<file path="config.mk">
export PLATFORM = sky130hd
export DESIGN_NAME = fct_cfg_regs
export DESIGN_NICKNAME = d
export VERILOG_FILES = /design/src/rtl/fct_pkg.sv /design/src/rtl/fct_cfg_regs.sv
export SDC_FILE = /design/constraint.sdc
export NUM_CORES = 1
export LEC_CHECK = 0
export BUFFER_PORTS_ARGS = -buffer_cell sky130_fd_sc_hd__buf_2
export CAP_MARGIN = 20
export CORE_UTILIZATION = 40
export DETAILED_ROUTE_END_ITERATION = 6
export SLEW_MARGIN = 15
export SYNTH_ARGS = -nofsm -noshare
export SYNTH_HDL_FRONTEND = slang
export SYNTH_SLANG_ARGS = --single-unit
</file>
<file path="constraint.sdc">
create_clock -name clk_i -period 1.16 [get_ports clk_i]
set_clock_uncertainty 0.05 [all_clocks]
set_input_delay 0.174 -clock clk_i [delete_from_list [all_inputs] [get_ports clk_i]]
set_output_delay 0.174 -clock clk_i [all_outputs]
set_load 0.03 [all_outputs]
</file>
<file path="src/rtl/fct_pkg.sv">
// Shared types and constants of the frustum cull test block.
package fct_pkg;

  localparam int unsigned FracBits  = 14;
  localparam int unsigned CoordW    = 16;
  localparam int unsigned HalfW     = 15;
  localparam int unsigned CfgIdxW   = 3;
  localparam int unsigned CfgDataW  = 64;
  localparam int unsigned PlaneRegs = 6;
  localparam int unsigned ProdW     = 32;
  localparam int unsigned ReachProdW = 31;
  localparam int unsigned DistW     = 34;
  localparam int unsigned ReachW    = 32;
  localparam int unsigned SumW      = 36;
  localparam int unsigned InDataW   = 112;
  localparam int unsigned OutDataW  = 8;

  localparam logic CmdBox    = 1'b0;
  localparam logic CmdSphere = 1'b1;

  typedef struct packed {
    logic signed [15:0] d;
    logic signed [15:0] c;
    logic signed [15:0] b;
    logic signed [15:0] a;
  } plane_t;

  typedef struct packed {
    logic en1;
    logic en2;
    logic en3;
  } stage_en_t;

endpackage

</file>
<file path="src/rtl/fct_cfg_regs.sv">
// Plane configuration registers written through the configuration channel.
module fct_cfg_regs import fct_pkg::*; #(
  parameter int unsigned NumPlanes = 6
) (
  input  logic                clk_i,
  input  logic                rst_ni,
  input  logic                cfg_valid_i,
  input  logic [CfgIdxW-1:0]  cfg_index_i,
  input  logic [CfgDataW-1:0] cfg_data_i,
  output plane_t              planes_o [NumPlanes]
);

  plane_t planes_q [NumPlanes];

  for (genvar i = 0; i < NumPlanes; i++) begin : g_plane
    always_ff @(posedge clk_i or negedge rst_ni) begin
      if (!rst_ni) begin
        planes_q[i] <= '0;
      end else if (cfg_valid_i && (cfg_index_i == CfgIdxW'(i))) begin
        planes_q[i] <= plane_t'(cfg_data_i);
      end
    end
    assign planes_o[i] = planes_q[i];
  end

endmodule

</file>
==> metrics <==
synth-to-layout area growth=59.4%; CTS tree=yes; LEAKAGE=11.6 nW; Comb power frac=39.1%; Max Freq=742 MHz; clock buffer depth=3; total power draw=51.5 mW; nets=1655; Top delay family on crit path=flip-flops; hpwl dp=27400 microns; #FFs+latches synth=384; HP Class=input port to async pin; vias in the first global route=10800; post-route design area=24100 sq um; CP max FO=2; # IOs=454; r2r setup slk=60 ps; DP Worst Slack=-443 ps; worst r2r path cells=3; Row Count=70; violated checks=negative setup slack; total gr overflow=0; Final period util=116%; Fill cells=2543; post-synth net total=886; crit path kind=flop to primary output; crit path cell chain=buf_6; crit path DAT=1120 ps; Synth top cells by count=dfrtp_1 (384), mux2_1 (196), mux2_4 (180); Clock Latency Late Sink=540 ps; count leader, synth=dfrtp_1; relative slew slack=63.4%; worst path buffer plus inverter count=1; DR vias=9970; core box area=37000 sq um; Mapped Avg Cell Area=18.6 sq um; post-synthesis cell type count=11; Root Driver=clkbuf_16; Synth area leader=dfrtp_1; Reg clk slew, reported paths=60 ps; H-Tree Depth=2; Critical R2R Launch=planes_o[213]; Worst path slowest cell=dfrtp_1; Placed Instance Area=18400 sq um; CP max stage delay=420 ps; Syn Inst Count=816; DRC Markers=0; first-pass GRT wire length=65800 microns; fraction of registers with async set or reset after synthesis=100%; number of max-cap violations=0; Initial DRT Pass Iterations=4; n_diodes=0; final WL=43900 microns; Starting Density=41.0%; P_sw=17.5 mW; largest net degree at the start of global routing=66; Tmin final=1350 ps; Levels on crit path=1; share of cells above drive strength 1=59.7%; worst setup margin=-187 ps; initial drt markers=241; Die H=197 microns; Power Density=2130 nW/um^2; reg-to-reg critical path endpoint=planes_o[213]; clock network fraction of design power=24.6%; register area share after synthesis=63.5%; RSZ-0062 raised after global routing=true; switching part of the total power=33.9%; gpl congestion=0.785; final hold vios=0; Flop pwr share=36.3%; Pint=34.0 mW; EDFF count, synth=0; final slew viol count=0; TritonCTS Buffers=41; initial antenna violation count=1; number of I/O port buffers=453; Die Wd=197 microns; max reg flops=384; Setup crit start kind=flop; Main synth FF type=dfrtp_1; Ys Warns=0; # setup viols final=384; worst-margin pin slew=549 ps; die area=38600 sq um; Layout Cells excl Fill=2116; Synth Cell Area=15100 sq um; DR WL/cell=20.7 microns; all-layer global routing usage=22.3%; Synth top area share=63.5%; VDD IR-drop max=0.00147 V; status=complete, but fails checks; CP Data Required Time=940 ps; ranking of synthesized cells by area=dfrtp_1 (63%), mux2_4 (18%), mux2_1 (15%), buf_6 (1.6%), buf_12 (0.79%); Final ANT Viol Nets=0; Inst Count DP=1790; DR vias/cell=4.71; CP endpoint kind=primary output; CTS sink cnt=384
-- per-stage QoR --
step	utilization, %	hold WS, ps	TNS [ps]
floorplan	-	-172	-17810
global placement	49.7	19.0	-125320
detailed placement	49.7	23.7	-129800
CTS	63.9	28.3	-68870
global route	65.3	54.6	-70810
finish	65.3	60.7	-54520
-- area by class of cell --
cell class                      count  area, sq um  area share, %
Sequential cell                   384         9610           39.8
Timing Repair Buffer              768         7510           31.1
Multi-Input combinational cell    390         5110           21.2
Clock buffer                       57         1160           4.79
Tap cell                          504          631           2.61
Clock inverter                     13          118          0.487
-- power by group through the flow --
stage | registers [mW] | clock network (mW) | logic, mW
2_1_floorplan | 24.0 | 0 | 3.30
4_1_cts | 18.6 | 13.0 | 19.3
3_5_place_dp | 18.1 | 0 | 14.2
5_1_grt | 19.0 | 13.5 | 20.9
6_report | 18.7 | 12.7 | 20.1
3_3_place_gp | 18.0 | 0 | 14.1
-- routing by layer --
| metal | vias up | wire [microns] | GRT usage (%) |
|---|---|---|---|
| li1 | 4427 | - | - |
| met3 | 100 | 2920 | 5.99 |
| met4 | 0 | 1910 | 10.6 |
| met1 | 5113 | 17500 | 27.0 |
| met2 | 330 | 21600 | 37.1 |
| met5 | - | 0 | 0 |
-- placed cells by master, fill, tap and decap left out, types with 9 or more instances in the layout --
master         instances
mux2_4               186
buf_6                384
clkbuf_1               9
dfrtp_1              384
dlygate4sd3_1         65
clkinv_2              10
buf_12                24
buf_2                 68
clkbuf_16             41
buf_4                226
mux2_1               190
-- cell families (layout without fill, tap and decap cells) --
kind of cell           Yosys count  in the layout  synth area share [%]
AND/OR/NAND/NOR                  6              6                 0.463
flip-flops                     384            384                  63.5
buffers and inverters           42            838                  3.07
multiplexers                   384            384                  33.0
-- what timing repair did --
action | 4_1_cts | 5_1_grt
endpoints found under the hold margin | 763 | 0
hold buffers | 65 | 0
setup buffers | 120 | 71
setup endpoints to repair | 384 | 384
pin swaps | 0 | 0
gates resized for setup | 768 | 0
-- worst max-delay path by stage --
stage	startpoint	end	slack (ps)
floorplan	cfg_index_i[1]	planes_o[320]	-80
global placement	cfg_index_i[1]	planes_o[349]	-420
detailed placement	cfg_index_i[1]	planes_o[322]	-440
CTS	planes_o[323]	planes_o[323]	-220
global route	planes_o[323]	planes_o[323]	-220
finish	planes_o[323]	planes_o[323]	-190
No activity file was read; power rests on OpenSTA's default activity.
