$ cat config.mk
export PLATFORM = sky130hd
export DESIGN_NAME = fct_plane_eval
export DESIGN_NICKNAME = d
export VERILOG_FILES = /design/src/rtl/fct_pkg.sv /design/src/rtl/fct_plane_eval.sv
export SDC_FILE = /design/constraint.sdc
export NUM_CORES = 2
export LEC_CHECK = 0
export ABC_CLOCK_PERIOD_IN_PS = 8800
export BUFFER_PORTS_ARGS = -buffer_cell sky130_fd_sc_hd__buf_2
export CELL_PAD_IN_SITES_DETAIL_PLACEMENT = 1
export CELL_PAD_IN_SITES_GLOBAL_PLACEMENT = 1
export CORE_MARGIN = 1.5
export CORE_UTILIZATION = 52
export DETAILED_ROUTE_END_ITERATION = 8
export GPL_TIMING_DRIVEN = 0
export PLACE_DENSITY = 0.83
export SLEW_MARGIN = 10
export SYNTH_ARGS = -nofsm -noshare
export SYNTH_HDL_FRONTEND = slang
export SYNTH_SLANG_ARGS = --single-unit
$ cat constraint.sdc
create_clock -name clk_i -period 8.8 [get_ports clk_i]
set_input_delay 0.44 -clock clk_i [delete_from_list [all_inputs] [get_ports clk_i]]
set_output_delay 0.44 -clock clk_i [all_outputs]
set_load 0.02 [all_outputs]
$ cat src/rtl/fct_pkg.sv
// Shared types and constants of the frustum cull test block.
package fct_pkg;

  localparam int unsigned FracBits  = 14;
  localparam int unsigned CoordW    = 16;
  localparam int unsigned HalfW     = 15;
  localparam int unsigned CfgIdxW   = 3;
  localparam int unsigned CfgDataW  = 64;
  localparam int unsigned PlaneRegs = 6;
  localparam int unsigned ProdW     = 32;
  localparam int unsigned ReachProdW = 31;
  localparam int unsigned DistW     = 34;
  localparam int unsigned ReachW    = 32;
  localparam int unsigned SumW      = 36;
  localparam int unsigned InDataW   = 112;
  localparam int unsigned OutDataW  = 8;

  localparam logic CmdBox    = 1'b0;
  localparam logic CmdSphere = 1'b1;

  typedef struct packed {
    logic signed [15:0] d;
    logic signed [15:0] c;
    logic signed [15:0] b;
    logic signed [15:0] a;
  } plane_t;

  typedef struct packed {
    logic en1;
    logic en2;
    logic en3;
  } stage_en_t;

endpackage

$ cat src/rtl/fct_plane_eval.sv
// Products and sums of one plane; gives the plane's reject flag for stage three.
module fct_plane_eval import fct_pkg::*; (
  input  logic                     clk_i,
  input  plane_t                   plane_i,
  input  stage_en_t                en_i,
  input  logic signed [CoordW-1:0] cx_i,
  input  logic signed [CoordW-1:0] cy_i,
  input  logic signed [CoordW-1:0] cz_i,
  input  logic [HalfW-1:0]         hx_i,
  input  logic [HalfW-1:0]         hy_i,
  input  logic [HalfW-1:0]         hz_i,
  input  logic                     sphere_i,
  input  logic [HalfW-1:0]         radius_i,
  output logic                     reject_o
);

  logic [15:0] abs_a, abs_b, abs_c;
  logic signed [ProdW-1:0] px_d, py_d, pz_d, px_q, py_q, pz_q;
  logic [ReachProdW-1:0] rx_d, ry_d, rz_d, rx_q, ry_q, rz_q;
  logic signed [DistW-1:0] dist_d, dist_q;
  logic [ReachW-1:0] reach, add_d, add_q;
  logic signed [SumW-1:0] sum;

  assign abs_a = plane_i.a[15] ? (~plane_i.a + 16'd1) : plane_i.a;
  assign abs_b = plane_i.b[15] ? (~plane_i.b + 16'd1) : plane_i.b;
  assign abs_c = plane_i.c[15] ? (~plane_i.c + 16'd1) : plane_i.c;

  assign px_d = plane_i.a * cx_i;
  assign py_d = plane_i.b * cy_i;
  assign pz_d = plane_i.c * cz_i;
  assign rx_d = abs_a * hx_i;
  assign ry_d = abs_b * hy_i;
  assign rz_d = abs_c * hz_i;

  always_ff @(posedge clk_i) begin
    if (en_i.en1) begin
      px_q <= px_d;
      py_q <= py_d;
      pz_q <= pz_d;
      rx_q <= rx_d;
      ry_q <= ry_d;
      rz_q <= rz_d;
    end
  end

  assign dist_d = DistW'(px_q) + DistW'(py_q) + DistW'(pz_q)
                + (DistW'(plane_i.d) <<< FracBits);
  assign reach  = ReachW'(rx_q) + ReachW'(ry_q) + ReachW'(rz_q);
  assign add_d  = (sphere_i == CmdSphere) ? ReachW'({radius_i, {FracBits{1'b0}}}) : reach;

  always_ff @(posedge clk_i) begin
    if (en_i.en2) begin
      dist_q <= dist_d;
      add_q  <= add_d;
    end
  end

  assign sum      = SumW'(dist_q) + $signed({{(SumW-ReachW){1'b0}}, add_q});
  assign reject_o = sum[SumW-1];

endmodule

==> flow_summary_export.csv <==
group,metric,value,unit
setup_path,crit_arrival,8900,ps
logic_synthesis,synth_edf_count,255,
route,wl,203000,microns
place,portBuffers,152,
clocking,cts_hold_buffers,0,
die,initial_core_util,52.5,%
clocking,htreeDepth,1,
route,drtIter0Drc,2771,
global_routing,grt_max_degree,111,
setup_path,critPathKind,"primary input to flop",
setup_path,critical_path.max_fanout,10,
logic_synthesis,synth_seq_cells,255,
finish,fin_nets,9414,
clocking,cts_root_buffer,"clkbuf_16",
place,place_hpwl,173000,microns
logic_synthesis,postSynthAreaPerCell,9.59,sq um
sta,max_freq,116,MHz
finish,drive_gt1_share,3.54,%
sta,tightest_slew,1340,ps
logic_synthesis,ys_seq_area_share,11.4,%
global_routing,antenna_found_initial,24,
setup_path,required,9110,ps
route,drc_errors,0,
sta,layout_min_cycle_time,8590,ps
finish,area_growth,5.87,%
clocking,cts_buffer_depth,3,
clocking,path_clk_slew,70,ps
global_routing,grt_overflow_total,0,
die,core_area,128000,sq um
setup_path,end_kind,"flop",
place,gp_congestion,0.969,
sta,whs,257,ps
logic_synthesis,synth_flop_cell,"edfxtp_1",
clocking,insertion_delay,570,ps
sta,setup_viol,0,
sta,finalHoldViolations,0,
logic_synthesis,ys.warnings.count,0,
sta,final_max_slew_viol_count,0,
global_routing,grt_pass1_vias,58900,
finish,layout_commonest_cell,"inv_1",
logic_synthesis,ys_types,76,
global_routing,grt_pass1_wl,323000,microns
global_routing,grt_util_all_layers,32.0,%
finish,multiInputGateArea,52700,sq um
logic_synthesis,syn_nets,9231,
die,die_w,362,microns
route,via_per_inst,5.60,
finish,nFillCells,14600,
logic_synthesis,synth-async-reset-ratio,0,%
die,fp.dieH,362,microns
logic_synthesis,syn_area,67100,sq um
clocking,cts_buffers,28,
route,dr_total_vias,49800,
die,die_area,131000,sq um
sta,fin_skew,17.4,ps
finish,final_cell_mix,"inv_1 (1582), fa_1 (1410), and2_1 (795), nand2_1 (794), ha_1 (639)",
route,ant_nets,0,
flow_run,max-cap-violations,0,
finish,register_area,7660,sq um
clocking,clock-sinks,255,
run_status,status,"complete, no violations",
sta,finalCritPeriodShare,97.6,%
die,rows,131,
setup_path,crit_path_start_kind,"primary input",
route,first_pass_iters,5,
clocking,cts_tree,"yes",
sta,slew_headroom,9.74,%
logic_synthesis,postSynthCellCount,7005,
die,num_io_pins,178,
worst_hold_path,hp-class,"primary input to flop",
route,wl_per_cell,22.9,microns
[cells by family (layout without fill, tap and decap cells)]
kind of cell	count (synthesis)	in the layout	share of synthesized area [%]
other	0	12	0
flip-flops	255	255	11.4
AO/OA/AOI/OAI	595	595	5.80
AND/OR/NAND/NOR	2002	2002	15.1
adder cells (fa/ha/maj)	2049	2049	53.9
XOR/XNOR	274	274	3.57
buffers and inverters	1830	2034	10.2
[synthesized netlist by cell type (all sizes together) (9+ instances only)]
library cell  number  area share (%)
nor2             150            0.84
o21a              24            0.27
or3               12            0.11
nand2            794             4.4
a21o              85            0.95
nand2b            61            0.57
nor3              44            0.33
xor2              61            0.80
nand3             41            0.31
edfxtp           255              11
o21bai            28            0.31
a211oi            21            0.26
clkbuf           243             1.4
nor2b             25            0.23
a21oi            186             1.4
xnor2            213             2.8
nor4               9           0.093
inv             1583             8.8
a2111oi           11            0.20
o31ai             18            0.22
a31oi             19            0.19
nand4             18            0.17
o211ai            11            0.13
o21ai            124            0.92
and2             795             7.4
ha               639              12
or2               12            0.11
and3              18            0.17
fa              1410              42
[flip-flops by register name, summed over array words and instances, names as in the netlist]
signal  flops
px_q       32
pz_q       32
dist_q     34
ry_q       31
add_q      32
rz_q       31
py_q       32
rx_q       31
[repair_timing]
action	4_1_cts	5_1_grt
endpoints found under the setup margin	5	7
endpoints found under the hold margin	0	0
gates resized for setup	7	32
pin swaps	0	1
setup buffers	0	2
[worst max-delay path, stage by stage]
cell,delay (ps)
buf_2,180
clkbuf_1,680
o21ai_0,270
xnor2_1,790
clkbuf_2,400
and2_1,200
fa_1,420
inv_1,80
fa_1,410
inv_1,100
fa_1,460
fa_1,540
fa_1,510
inv_1,60
fa_1,540
inv_1,60
ha_1,370
and3_1,350
nand4_1,140
nand2_1,90
a41oi_1,80
a311o_1,450
a31oi_1,290
a211oi_2,110
o21ai_1,400
nor4b_1,100
or3_1,360
[layer usage]
layer  up-vias  GRT usage [%]  share of wire [%]
met3       547           4.08                5.5
met1     26100           38.3                 38
met4         8           17.4                6.5
li1      21600              -                  -
met5         -              0              0.026
met2      1509           55.8                 50
[per-stage QoR]
step | setup WS [ps] | utilization, % | TNS [ps] | cell area [sq um] | instances
CTS | 1.26 | 55.5 | 0 | 71000 | 8870
finish | 211 | 55.6 | 0 | 71100 | 8883
floorplan | 872 | - | 0 | 67100 | 7005
global route | -13.0 | 55.6 | -19.7 | 71100 | 8879
global placement | -727 | 54.7 | -3460 | 70000 | 8819
detailed placement | -846 | 54.8 | -7310 | 70000 | 8820
[path summary, 6_finish.rpt]
| kind | from | end | slack (ps) | cells past startpoint |
|---|---|---|---|---|
| setup / recovery | plane_i[6] | rx_q[29] | 210 | 27 |
| hold / removal | radius_i[3] | add_q[17] | 260 | 3 |
| setup reg to reg | py_q[2] | dist_q[32] | 3940 | 14 |
| hold reg to reg | px_q[1] | dist_q[1] | 800 | 2 |
[final cells by class]
type | instances | share of cell area [%]
clock buffer | 33 | 1.04
tap | 1662 | 2.93
clock inverter | 18 | 0.213
multi-input combinational | 4920 | 74.2
antenna | 12 | 0.0422
sequential | 255 | 10.8
buffer | 244 | 1.31
timing repair buffer | 155 | 1.15
inverter | 1584 | 8.37
Power is not shown: default switching activity piles up to over one toggle a cycle in this logic, so the estimate is an artifact.
