<file path="src/rtl/fct_pkg.sv">
// Shared types and constants of the frustum cull test block.
package fct_pkg;

  localparam int unsigned FracBits  = 14;
  localparam int unsigned CoordW    = 16;
  localparam int unsigned HalfW     = 15;
  localparam int unsigned CfgIdxW   = 3;
  localparam int unsigned CfgDataW  = 64;
  localparam int unsigned PlaneRegs = 6;
  localparam int unsigned ProdW     = 32;
  localparam int unsigned ReachProdW = 31;
  localparam int unsigned DistW     = 34;
  localparam int unsigned ReachW    = 32;
  localparam int unsigned SumW      = 36;
  localparam int unsigned InDataW   = 112;
  localparam int unsigned OutDataW  = 8;

  localparam logic CmdBox    = 1'b0;
  localparam logic CmdSphere = 1'b1;

  typedef struct packed {
    logic signed [15:0] d;
    logic signed [15:0] c;
    logic signed [15:0] b;
    logic signed [15:0] a;
  } plane_t;

  typedef struct packed {
    logic en1;
    logic en2;
    logic en3;
  } stage_en_t;

endpackage

</file>
<file path="src/rtl/fct_pipe_ctrl.sv">
// Valid bits and stage enables of the three-stage test pipeline.
module fct_pipe_ctrl import fct_pkg::*; (
  input  logic      clk_i,
  input  logic      rst_ni,
  input  logic      in_valid_i,
  output logic      in_ready_o,
  output logic      out_valid_o,
  input  logic      out_ready_i,
  output stage_en_t en_o
);

  logic v1_q, v2_q, v3_q;
  logic ready1, ready2, ready3;

  assign ready3 = !v3_q || out_ready_i;
  assign ready2 = !v2_q || ready3;
  assign ready1 = !v1_q || ready2;

  always_ff @(posedge clk_i or negedge rst_ni) begin
    if (!rst_ni) begin
      v1_q <= 1'b0;
      v2_q <= 1'b0;
      v3_q <= 1'b0;
    end else begin
      if (ready1) v1_q <= in_valid_i;
      if (ready2) v2_q <= v1_q;
      if (ready3) v3_q <= v2_q;
    end
  end

  assign in_ready_o  = ready1;
  assign out_valid_o = v3_q;
  assign en_o.en1    = ready1;
  assign en_o.en2    = ready2;
  assign en_o.en3    = ready3;

endmodule

</file>
<file path="config.mk">
export PLATFORM = sky130hd
export DESIGN_NAME = fct_pipe_ctrl
export DESIGN_NICKNAME = d
export VERILOG_FILES = /design/src/rtl/fct_pkg.sv /design/src/rtl/fct_pipe_ctrl.sv
export SDC_FILE = /design/constraint.sdc
export NUM_CORES = 1
export LEC_CHECK = 0
export BUFFER_PORTS_ARGS = -buffer_cell sky130_fd_sc_hd__buf_2
export CAP_MARGIN = 15
export CORE_AREA = 2 2 39 41
export CTS_BUF_LIST = sky130_fd_sc_hd__clkbuf_16
export DETAILED_ROUTE_END_ITERATION = 12
export DIE_AREA = 0 0 41 43
export PLACE_DENSITY = 0.35
export SYNTH_ARGS = -nofsm -noshare
export SYNTH_HDL_FRONTEND = slang
export SYNTH_SLANG_ARGS = --single-unit
</file>
<file path="constraint.sdc">
create_clock -name clk_i -period 1.1 [get_ports clk_i]
set_clock_uncertainty 0.2 [all_clocks]
set_input_delay 0.22 -clock clk_i [delete_from_list [all_inputs] [get_ports clk_i]]
set_output_delay 0.22 -clock clk_i [all_outputs]
set_load 0.01 [all_outputs]
</file>
==> summary.txt, run 1 <==
Setup path
  – Req. time, crit path: 0.68 ns
  – Slowest cell delay on critical path: approximately 0.35 ns
  – Crit path arrival time: 0.97 ns
  – Critical-path maximum fanout: 3
  – Worst path cell trace: nor2b_4, nand3_2, buf_2
  – Top delay family on crit path: flip-flops
  – Setup crit start kind: flip-flop
  – Critical Setup Path Class: reg2out
  – Crit. End Element: output pin
  – Buf+Inv Stages, Crit Path: 1
  – Cell at the slowest stage of the critical path: dfrtp_1

Logic synthesis
  – Xor/xnor share of the synthesized area: 0%
  – Multiplexer share of the synthesized area: 0%
  – Register area share after synthesis: 50.42%
  – Main combinational cell family by area after synthesis: simple AND/OR/NAND/NOR gates
  – Adder-cell share of the synthesized area: 0%
  – Synth cell types: 8
  – Synth warn: 0
  – Synth Cell Area: between 100 and 150 um2
  – Post-synthesis cell count: 13
  – Simple-gate share of the synthesized area: a little over a quarter
  – Synth Area in Compound Gates: between 5 and 6%
  – Syn avg cell area: ~11 um2
  – #FFs+latches synth: 3
  – Syn Nets: 17

Clock tree
  – TritonCTS sink count: 3
  – CTS Root Cell: clkbuf_16
  – Maximum root-to-sink buffer count: 2
  – CTS tree: built
  – Clock latency on the worst-skew pair: approximately 0.22 ns
  – Num CTS Buffers: 3
  – Maximum level of the CTS H-tree: 1
  – Clk pin slew, worst setup/hold paths: ~0.03 ns

Outcome
  – Failing checks: negative hold slack, negative setup slack
  – Status: complete, but fails checks

GRT
  – GRT busiest layer: met2
  – First-pass GRT wire length: ~590 um
  – Gr usage total: about 5.9%
  – Vias in the first global route: 128
  – GR Util met3: about 6.3%
  – Grt ovf: 0
  – Met2 GRT Util: under 10%
  – Initial antenna violation count: 0
  – Pin count of the biggest net entering global routing: 4
  – Met1 usage: under 10%

Timing
  – Unrepaired setup endpoints after global routing: true
  – Hold Vio Cnt, Final: 1
  – Setup ws final: -0.2862 ns
  – Finish-stage setup viols: 6
  – Pins Over Slew Limit: 0
  – Setup TNS Final: -1.109 ns
  – Tmin final: between 1 and 1.5 ns
  – Hold WS: -0.005288 ns
  – FMAX: 721.4 MHz
  – Worst slew pin tran: between 0.1 and 0.15 ns
  – Fin crit share: 126.0%
  – Max_slew headroom: 91.16%

Power
  – Register share of total power: between 15 and 20%
  – Pleak: around 0.15 nW
  – Max IR drop VDD: ~760 uV
  – PD cells: between 2000 and 3000 nW/um2
  – NetSw: approximately 0.14 mW
  – Design Power: 0.7780 mW
  – Int Power: between 0.6 and 0.7 mW
  – Clock Power Share: 72.9%
  – Comb power frac: 10.3%
  – Sw frac: 18.17%

Floorplanning
  – Chip height: ~43 um
  – Die width: 41 um
  – Row count: 14
  – Initial Utilization: a little over a tenth
  – I/O Pins: 9
  – CORE AREA: approximately 1400 um2
  – Full die area: between 1500 and 2000 um2

Detailed routing
  – Vias/cell: approximately 3.4
  – Number of DRC markers in iteration 0: 2
  – Final wirelength: ~390 um
  – Total number of vias: between 100 and 150
  – Final ANT Viol Nets: 0
  – Drt pass-1 iters: 4
  – Drt drc: 0
  – Wire per inst: slightly above 9 um

Placement
  – Dpl cells: 34
  – Setup WS pre-CTS: -0.06076 ns
  – Detailed placement HPWL: around 250 um
  – PortBufs: 8
  – Gp weighted congestion: roughly 0.54

Flow run
  – Max cap viols: 0

Layout
  – Final Util: between 20 and 25%
  – Area grow syn2layout: 108.4%
  – Number of diodes: 0
  – Fin nets: 31
  – Non-Filler Instances: 42
  – Layout cell share with drive strength beyond 1: approximately three fifths
  – Fill cells: between 150 and 200

Hold path
  – Hold Path Class: in2reg
[per-stage QoR]
step	area, um2	hold slack, ns
after floorplan	157.7	-0.2756
after global placement	191.4	-0.1814
after detailed placement	191.4	-0.1810
after CTS	287.8	-0.003461
after global routing	310.3	0.0006883
final	310.3	-0.005288
[layer usage]
metal	share of wire [%]	up-vias
li1	-	65
met1	40	65
met2	39	12
met3	20	0
met4	0	0
met5	0	-
[cells in the final DEF (no fill, tap or decap), drive strengths merged]
master | synthesis | routed
nor2b | 1 | 1
inv | 1 | 2
buf | 3 | 11
dlygate4sd3 | 0 | 1
dfrtp | 3 | 3
a31o | 1 | 1
nand3 | 1 | 1
clkbuf | 0 | 3
nand3b | 1 | 1
nand2b | 2 | 2
[cell families after synthesis]
group,Yosys count
AO/OA/AOI/OAI,1
buffers and inverters,4
flip-flops,3
AND/OR/NAND/NOR,5
[flip-flops by register name, summed over array words and instances (netlist names)]
name	count
v2_q	1
v1_q	1
out_valid_o	1
[final timing paths]
kind	from	endpoint	slack [ns]	depth (start not counted)
worst max-delay path	out_valid_o	in_ready_o	-0.29	3
worst min-delay path	in_valid_i	v1_q	-0.005	2
worst max register to register	v2_q	v1_q	-0.01	3
worst min register to register	v1_q	v2_q	0.33	1
max in group asynchronous	rst_ni	v1_q	0.47	2
min in group asynchronous	rst_ni	v2_q	0.12	2
[layout make-up]
cell class	instances	area, um2	area share (%)
Clock buffer	3	75.07	24.19
Clock inverter	1	3.754	1.210
Inverter	1	3.754	1.210
Multi-Input combinational cell	6	52.55	16.94
Sequential cell	3	75.07	24.19
Tap cell	16	20.02	6.452
Timing Repair Buffer	12	80.08	25.81
[timing repair]
action / in CTS / in global routing
hold endpoints to repair: 4 / 0
hold buffers: 1 / 0
setup buffers: 1 / 2
gates resized for setup: 0 / 2
pin swaps: 0 / 2
cloned: 0 / 0
endpoints found under the setup margin: 5 / 5
[synth_stat cells]
cell | count | area (um2)
buf_4 | 3 | 22.52
dfrtp_1 | 3 | 75.07
nand2b_1 | 2 | 12.51
a31o_1 | 1 | 8.760
inv_1 | 1 | 3.750
nand3_1 | 1 | 5.000
nand3b_1 | 1 | 7.510
nor2b_4 | 1 | 13.76
[power groups by stage]
stage                     sequential (mW)  combinational, mW  clock, mW
after CTS                           0.129             0.0653      0.577
after floorplan                     0.131             0.0439          0
final                               0.130             0.0803      0.567
after global routing                0.132             0.0888      0.589
after global placement              0.131             0.0551          0
after detailed placement            0.131             0.0554          0
Power figures use the tool's default switching activity.
==> run 2: changes to the inputs <==
--- a/config.mk
+++ b/config.mk
@@ -8,10 +8,11 @@
 export BUFFER_PORTS_ARGS = -buffer_cell sky130_fd_sc_hd__buf_2
 export CAP_MARGIN = 15
 export CORE_AREA = 2 2 39 41
-export CTS_BUF_LIST = sky130_fd_sc_hd__clkbuf_16
+export CTS_BUF_LIST = sky130_fd_sc_hd__clkbuf_2 sky130_fd_sc_hd__clkbuf_4 sky130_fd_sc_hd__clkbuf_8
 export DETAILED_ROUTE_END_ITERATION = 12
 export DIE_AREA = 0 0 41 43
 export PLACE_DENSITY = 0.35
 export SYNTH_ARGS = -nofsm -noshare
 export SYNTH_HDL_FRONTEND = slang
 export SYNTH_SLANG_ARGS = --single-unit
+export TNS_END_PERCENT = 30
==> run 2 against run 1 <==
  * The flow still finishes with violations (negative hold slack, negative setup slack)
  * Flip-flop and latch count unchanged
  * Setup slack worse by 0.014 ns
  * Cell count fell by 7.1%
  * Combinational power decreased by 28%
  * Hold slack worse by 0.017 ns
  * Die area unchanged
  * Via count decreased by 4.9%
  * Maximum frequency fell by 1.0%
  * Highest routed layer unchanged
  * Count of clock-buffer cells in the layout increased by 1
==> summary.txt, run 2 (same netlist as run 1, synthesis figures left out) <==
Timing
  – Setup ws final: -0.3005 ns
  – Tmin final: around 1.4 ns
  – Max_slew headroom: ~90%
  – Fin crit share: 127.3%
  – Setup TNS Final: -1.172 ns
  – Hold WS: -0.02214 ns
  – Finish-stage setup viols: 5
  – Unrepaired setup endpoints after global routing: true
  – Worst slew pin tran: ~0.15 ns
  – FMAX: about 700 MHz
  – Pins Over Slew Limit: 0
  – Hold Vio Cnt, Final: 1

GRT
  – Vias in the first global route: 115
  – First-pass GRT wire length: roughly 500 um
  – Gr usage total: roughly 5%
  – Pin count of the biggest net entering global routing: 5
  – Grt ovf: 0
  – Initial antenna violation count: 0

Setup path
  – Crit path capture: in_ready_o
  – Buf+Inv Stages, Crit Path: 1
  – Req. time, crit path: ~0.7 ns
  – Origin of the critical flop-to-flop path: out_valid_o
  – Critical Setup Path Class: reg2out
  – R2R Path End: v1_q
  – Crit path launch: out_valid_o
  – Worst path cell trace: nor2b_4, nand3_2, buf_2
  – Crit path arrival time: 0.98 ns
  – Critical-path maximum fanout: 3
  – R2r setup slk: roughly 0.06 ns
  – Setup crit start kind: flip-flop
  – Crit. End Element: output pin
  – Cell at the slowest stage of the critical path: dfrtp_1
  – Slowest cell delay on critical path: 0.35 ns
  – FF-to-FF path depth: 2
  – Worst path depth: 3
  – Top delay family on crit path: flip-flops

Layout
  – Final Util: 16.73%
  – Highest-count cells in the layout ignoring fill and taps: buf_2, clkbuf_4, dfrtp_1, nand2b_1
  – Area grow syn2layout: 55.46%
  – Layout cell share with drive strength beyond 1: ~60%
  – Number of diodes: 0
  – Fin nets: 28
  – Fill cells: between 150 and 200
  – Commonest non-fill, non-tap cell in the layout: buf_2

Clock tree
  – CTS Root Cell: clkbuf_4
  – CTS tree: built
  – CTS Hold Bufs: 1
  – Clock latency on the worst-skew pair: about 0.23 ns
  – Maximum level of the CTS H-tree: 1
  – Setup Buffers After CTS: 0
  – Maximum root-to-sink buffer count: 2
  – TritonCTS sink count: 3
  – Num CTS Buffers: 3
  – Clk pin slew, worst setup/hold paths: about 0.040 ns

Detailed routing
  – Wire per inst: a little over 8 um
  – Vias/cell: about 3.5
  – Drt drc: 0
  – Total number of vias: between 100 and 150
  – Final ANT Viol Nets: 0
  – Number of DRC markers in iteration 0: 8
  – Final wirelength: approximately 320 um
  – Drt pass-1 iters: 4

Floorplanning
  – Row count: 14
  – Chip height: between 40 and 50 um
  – Die width: between 40 and 50 um
  – I/O Pins: 9
  – Initial Utilization: between 10 and 15%
  – CORE AREA: 1384 um2
  – Full die area: about 1800 um2

Placement
  – PortBufs: 8
  – Setup WS pre-CTS: -0.06076 ns
  – Gp weighted congestion: around 0.54
  – Detailed placement HPWL: between 200 and 300 um

Hold path
  – Hold Path Class: in2reg

Power
  – PD cells: between 1500 and 2000 nW/um2
  – Comb power frac: roughly 14%
  – Design Power: between 0.4 and 0.5 mW
  – Register share of total power: a little under a third
  – Clock Power Share: 54.0%
  – Pleak: 0.1079 nW
  – NetSw: roughly 0.097 mW
  – Sw frac: between 20% and 30%
  – Int Power: ~0.31 mW
  – Max IR drop VDD: 669.9 uV

Outcome
  – Failing checks: negative hold slack, negative setup slack
  – Status: complete, but fails checks

Flow run
  – Max cap viols: 0
[run 2: changes by cell type in the layout (fill, tap and decap cells not counted)]
cell,previous run,this run
buf_4,1,0
buf_6,2,0
clkbuf_16,3,0
clkbuf_4,0,4
inv_1,2,1
[run 2: per-layer routing]
layer / global-route usage [%] / vias to the layer above / wire length (um)
li1: - / 59 / -
met1: 6.189 / 65 / 149
met2: 4.375 / 11 / 100
met3: 7.853 / 0 / 73
met4: 2.000 / 0 / 0
met5: 0 / - / 0
[run 2: worst reg2reg max path, delay by kind of cell, from the launching register on]
family / cells / cell delay, ns
DFF: 1 / 0.38
AOI/OAI and AO/OA: 1 / 0.20
and+or+nand+nor: 1 / 0.14
[run 2: how the worst min path moves through the flow]
stage / startpoint / to / slack (ns) / cells after the start
CTS: in_valid_i / v1_q / -0.03 / 2
detailed placement: rst_ni / v2_q / -0.18 / 1
finish: in_valid_i / v1_q / -0.02 / 2
floorplan: rst_ni / out_valid_o / -0.28 / 0
global route: in_valid_i / v1_q / -0.03 / 2
global placement: rst_ni / v2_q / -0.18 / 1
[run 2: power by group through the flow]
stage,sequential [mW],clock [mW],combinational [mW]
2_1_floorplan,0.131,0,0.0439
3_3_place_gp,0.131,0,0.0551
3_5_place_dp,0.131,0,0.0554
4_1_cts,0.130,0.227,0.0587
5_1_grt,0.131,0.245,0.0643
6_report,0.130,0.220,0.0575
[run 2: area by class of cell]
class	count	area [um2]	share of cell area [%]
sequential	3	75.07	32.43
multi-input combinational	6	52.55	22.70
timing repair buffer	9	50.05	21.62
clock buffer	4	30.03	12.97
tap	16	20.02	8.649
inverter	1	3.754	1.622
[run 2: metrics by stage]
step | cell area [um2] | instances
2_1_floorplan | 157.7 | 13
3_3_place_gp | 191.4 | 34
3_5_place_dp | 191.4 | 34
4_1_cts | 231.5 | 39
5_1_grt | 231.5 | 39
6_report | 231.5 | 39
[run 2: timing repair]
action,CTS,global route
pin swaps,0,1
hold endpoints to repair,4,1
resized for setup,0,0
gates cloned,0,0
setup endpoints to repair,5,5
